### src/rtl/mkcw_pkg.sv
package mkcw_pkg;

    // Fixed field widths of the token and result items
    localparam int KEY_W   = 4;
    localparam int KEY_N   = 16;
    localparam int KWC_W   = 5;
    localparam int POS_O_W = 16;
    localparam int LEN_O_W = 17;

    // Register map: word index taken from paddr[2]
    localparam int  PADDR_W           = 3;
    localparam logic REG_KEYWORD_COUNT = 1'b0;

    // "No window yet" length mark
    localparam logic [LEN_O_W-1:0] LEN_NONE = 17'h1FFFF;

    typedef enum logic [2:0] {
        ST_IDLE,
        ST_FPOP,
        ST_PUSH,
        ST_RD,
        ST_CHK,
        ST_DONE
    } st_t;

    typedef enum logic [1:0] {
        CNT_NOP,
        CNT_INC,
        CNT_DEC,
        CNT_CLR
    } cnt_op_t;

    typedef struct packed {
        cnt_op_t          op;
        logic [KEY_W-1:0] key;
    } cnt_cmd_t;

endpackage

### src/rtl/mkcw_cnt.sv
module mkcw_cnt import mkcw_pkg::*; #(
    parameter int MAX_KEYWORDS = 16,
    parameter int CNT_W        = 9
) (
    input  logic             aclk,
    input  logic             aresetn,
    input  cnt_cmd_t         cmd,
    output logic [CNT_W-1:0] rd_val
);

    // Only keys 0..15 can occur, so the table never needs more slots
    localparam int NKEY  = (MAX_KEYWORDS < KEY_N) ? MAX_KEYWORDS : KEY_N;
    localparam int IDX_W = (NKEY > 1) ? $clog2(NKEY) : 1;
    localparam int NSLOT = 1 << IDX_W;

    logic [CNT_W-1:0] cnt_reg [NSLOT];
    logic [IDX_W-1:0] idx;

    assign idx    = cmd.key[IDX_W-1:0];
    assign rd_val = cnt_reg[idx];

    // Single increment/decrement unit on one selected counter; clear resets all counters
    always_ff @(posedge aclk) begin
        if (!aresetn) begin
            for (int i = 0; i < NSLOT; i++) begin
                cnt_reg[i] <= '0;
            end
        end else begin
            case (cmd.op)
                CNT_INC: begin
                    cnt_reg[idx] <= rd_val + CNT_W'(1);
                end
                CNT_DEC: begin
                    if (rd_val != '0) begin
                        cnt_reg[idx] <= rd_val - CNT_W'(1);
                    end
                end
                CNT_CLR: begin
                    for (int i = 0; i < NSLOT; i++) begin
                        cnt_reg[i] <= '0;
                    end
                end
                default: begin
                end
            endcase
        end
    end

endmodule

### config.mk
export PLATFORM = sky130hd
export DESIGN_NAME = mkcw_cnt
export DESIGN_NICKNAME = d
export VERILOG_FILES = /design/src/rtl/mkcw_pkg.sv /design/src/rtl/mkcw_cnt.sv
export SDC_FILE = /design/constraint.sdc
export NUM_CORES = 1
export LEC_CHECK = 0
export ABC_CLOCK_PERIOD_IN_PS = 6200
export CAP_MARGIN = 25
export CELL_PAD_IN_SITES_DETAIL_PLACEMENT = 1
export CELL_PAD_IN_SITES_GLOBAL_PLACEMENT = 2
export CORE_MARGIN = 5
export CORE_UTILIZATION = 45
export DETAILED_ROUTE_END_ITERATION = 10
export DONT_BUFFER_PORTS = 1
export PLACE_DENSITY = 0.77
export REMOVE_ABC_BUFFERS = 1
export SYNTH_ARGS = -nofsm -noshare
export SYNTH_HDL_FRONTEND = slang
export SYNTH_SLANG_ARGS = --single-unit
### constraint.sdc
create_clock -name aclk -period 6.2 [get_ports aclk]
set_input_delay 1.55 -clock aclk [delete_from_list [all_inputs] [get_ports aclk]]
set_output_delay 1.55 -clock aclk [all_outputs]
set_load 0.02 [all_outputs]
==> impl_metrics.json <==
{
  "via_count_of_the_first_global_routing_pass": 4364,
  "number_of_antenna_violations_at_the_first_check_in_global_routing": 1,
  "grt_start_max_net_pins": 42,
  "synth_enable_flop_cells": 144,
  "place_ws_ns": 0.419,
  "die_w_um": 132,
  "layout_worst_path_cycle_share_pct": 86.7,
  "switchingPower_uw": 586,
  "synth-main-ff-cell": "edfxtp_1",
  "clock_tree_from_tritoncts": "yes",
  "number_of_cells_upsized_or_downsized_after_cts": 0,
  "gpl.final_weighted_congestion": 0.929,
  "syn2layout_area_growth_pct": 12.5,
  "final_max_slew_viol_count": 0,
  "timing.final.hold_violations": 0,
  "cp.required_ns": 6.34,
  "cts_max_level": 4,
  "run_status": "complete, no violations",
  "start_kind": "input port",
  "ir_worst_vdd_mv": 0.202,
  "share_seq_of_total_power_pct": 48.6,
  "pin_slew_with_the_least_headroom_to_its_limit_ns": 1.03,
  "mean_post_synth_cell_area_um2": 13.9,
  "layout.filler_cells": 1442,
  "yosys_warnings": 0,
  "setup_repair_bufs_after_cts": 0,
  "p_leak_nw": 2.64,
  "post_drt_wl_per_cell_um": 25.8,
  "grt_first_pass_wirelength_um": 27700,
  "drive_above_1_share_pct": 22.0,
  "kind_of_critical_path": "input port to register",
  "post-route-worst-setup-slack_ns": 0.822,
  "timing.hold.ws_ns": 1.09,
  "detailroute.via_count": 4223,
  "crit_path_max_fanout": 37,
  "post_drt_via_cell_ratio": 5.98,
  "route.final.wire_length_um": 18200,
  "slew_headroom_pct": 31.1,
  "placement_rows": 44,
  "commonest_cells_in_the_netlist": "edfxtp_1, nor2_1, nand2_1",
  "netlist_instances": 484,
  "io-pin-count": 17,
  "core_um2": 14600,
  "worst_min_delay_path_category": "register to register",
  "tritoncts_num_sinks": 144,
  "power_frac_comb_pct": 11.7,
  "power.switching_fraction_pct": 25.0,
  "cts-buffers-inserted": 17,
  "grt.total_usage_pct": 21.5,
  "worst_skew_pair.late_latency_ns": 0.42,
  "finalCoreUtilization_pct": 52.0,
  "starting_density_pct": 46.2,
  "multi_input_area_um2": 2250,
  "critical_path.endpoint_type": "register",
  "synth.largest_area_cell": "edfxtp_1",
  "final_antenna_net_count": 0,
  "synth-seq-area-share_pct": 64.1,
  "total_neg_setup_slack_ns": 0,
  "dp_hpwl_um": 12300,
  "largest_register_ffs": 144,
  "pwr_density_cell_nw_per_um2": 309,
  "overflow": 0,
  "final.min_clock_period_ns": 5.38,
  "synth.cell_area_um2": 6740,
  "yosys_register_bits": 144,
  "yosysUniqueCellTypes": 49,
  "first_iteration_detailed_routing_drc_count": 330,
  "nets": 518,
  "first_pass_iters": 4,
  "cap_viol_max_count": 0,
  "cts_hold_buffers": 0,
  "die_footprint_um2": 17500,
  "synthArstFlopShare_pct": 0,
  "seq_area_um2": 4320,
  "drc": 0,
  "post-synth-top-area-fraction_pct": 64.1,
  "max_freq_ghz": 0.186,
  "setup_viol": 0,
  "clk_pin_slew_worst_paths_ns": 0.06,
  "cts_root_buffer": "clkbuf_16",
  "die_h_um": 132,
  "buffer_ports.inserted": 0,
  "cts-root-to-sink-buffers": 2,
  "cp.arrival_ns": 5.52,
  "synth_top_cells_by_area": "edfxtp_1, mux4_2, nor2_1, nand2_1, a22oi_1",
  "unrepaired_setup_endpoints_after_global_routing": "false",
  "clock_power_share_pct": 39.7,
  "internal_power_mw": 1.76,
  "setup_skew_after_layout_ns": 0.00686,
  "inserted_diodes": 0
}
[cell type report]
cell class              instances  area share (%)
inverters                       5           0.247
well taps                     184            3.04
flip-flops and latches        144            57.0
clock buffers                  18            5.66
multi-input cells             310            29.7
repair buffers                 31            3.07
clock inverters                14            1.30
[cell families (layout without fill, tap and decap cells)]
family	after synthesis	in the layout	synth area share [%]
AO/OA/AOI/OAI	34	34	4.51
flip-flops	144	144	64.1
adder cells (fa/ha/maj)	1	1	0.186
buffers and inverters	30	68	2.51
multiplexers	41	41	13.3
AND/OR/NAND/NOR	229	229	14.2
XOR/XNOR	5	5	1.15
[final timing paths]
kind              cells past startpoint           start            end  slack (ns)
setup / recovery                     12          cmd[0]  cnt_reg[4][4]        0.82
hold / removal                        4   cnt_reg[6][0]  cnt_reg[6][0]        1.09
setup reg to reg                     12  cnt_reg[11][2]  cnt_reg[4][4]        1.63
hold reg to reg                       4   cnt_reg[6][0]  cnt_reg[6][0]        1.09
[cell usage in the layout (no fill, tap or decap), types with 3 or more instances in the layout]
cell / netlist / final
nor2b_1: 3 / 3
edfxtp_1: 144 / 144
nand3_1: 8 / 8
mux4_2: 37 / 37
clkinv_2: 0 / 6
buf_4: 6 / 31
nand4_1: 5 / 5
a211oi_1: 4 / 4
a22o_1: 3 / 3
clkbuf_16: 0 / 17
nand2_1: 51 / 51
nor2_1: 144 / 144
nor3_1: 5 / 5
clkinv_1: 0 / 4
inv_1: 3 / 3
a22oi_1: 10 / 10
[worst max-delay path: stages]
cell and delay (ns):
mux4_2 0.50, a22o_1 0.25, a221oi_2 0.38, inv_2 0.20, or4_4 0.52, o21ai_4 0.39, xnor2_1 0.17, ha_1 0.38
o311ai_2 0.21, mux2_2 0.33, mux2i_4 0.49, nor2_1 0.11
[power groups by stage]
stage                     combinational [mW]  clock, mW  sequential (mW)
after global placement                 0.270          0             1.16
after CTS                              0.274      0.941             1.14
after global routing                   0.291      0.985             1.14
final                                  0.273      0.930             1.14
after detailed placement               0.272          0             1.16
after floorplan                        0.179          0             1.15
[through the flow]
stage,cell area (µm²),cells,power (mW)
after detailed placement,7050,673,1.43
after floorplan,6590,459,1.33
after global routing,7580,706,2.42
final,7580,706,2.34
after CTS,7580,705,2.35
after global placement,7050,673,1.42
[metal layers]
layer  wire length, µm  global-route usage, %  vias up
li1                  -                      -     1863
met1              7560                   28.9     2185
met2              8900                   34.6      145
met3              1320                   5.01       28
met4               392                   7.81        2
met5                13                      0        -
(Power assumes the default switching activity.)
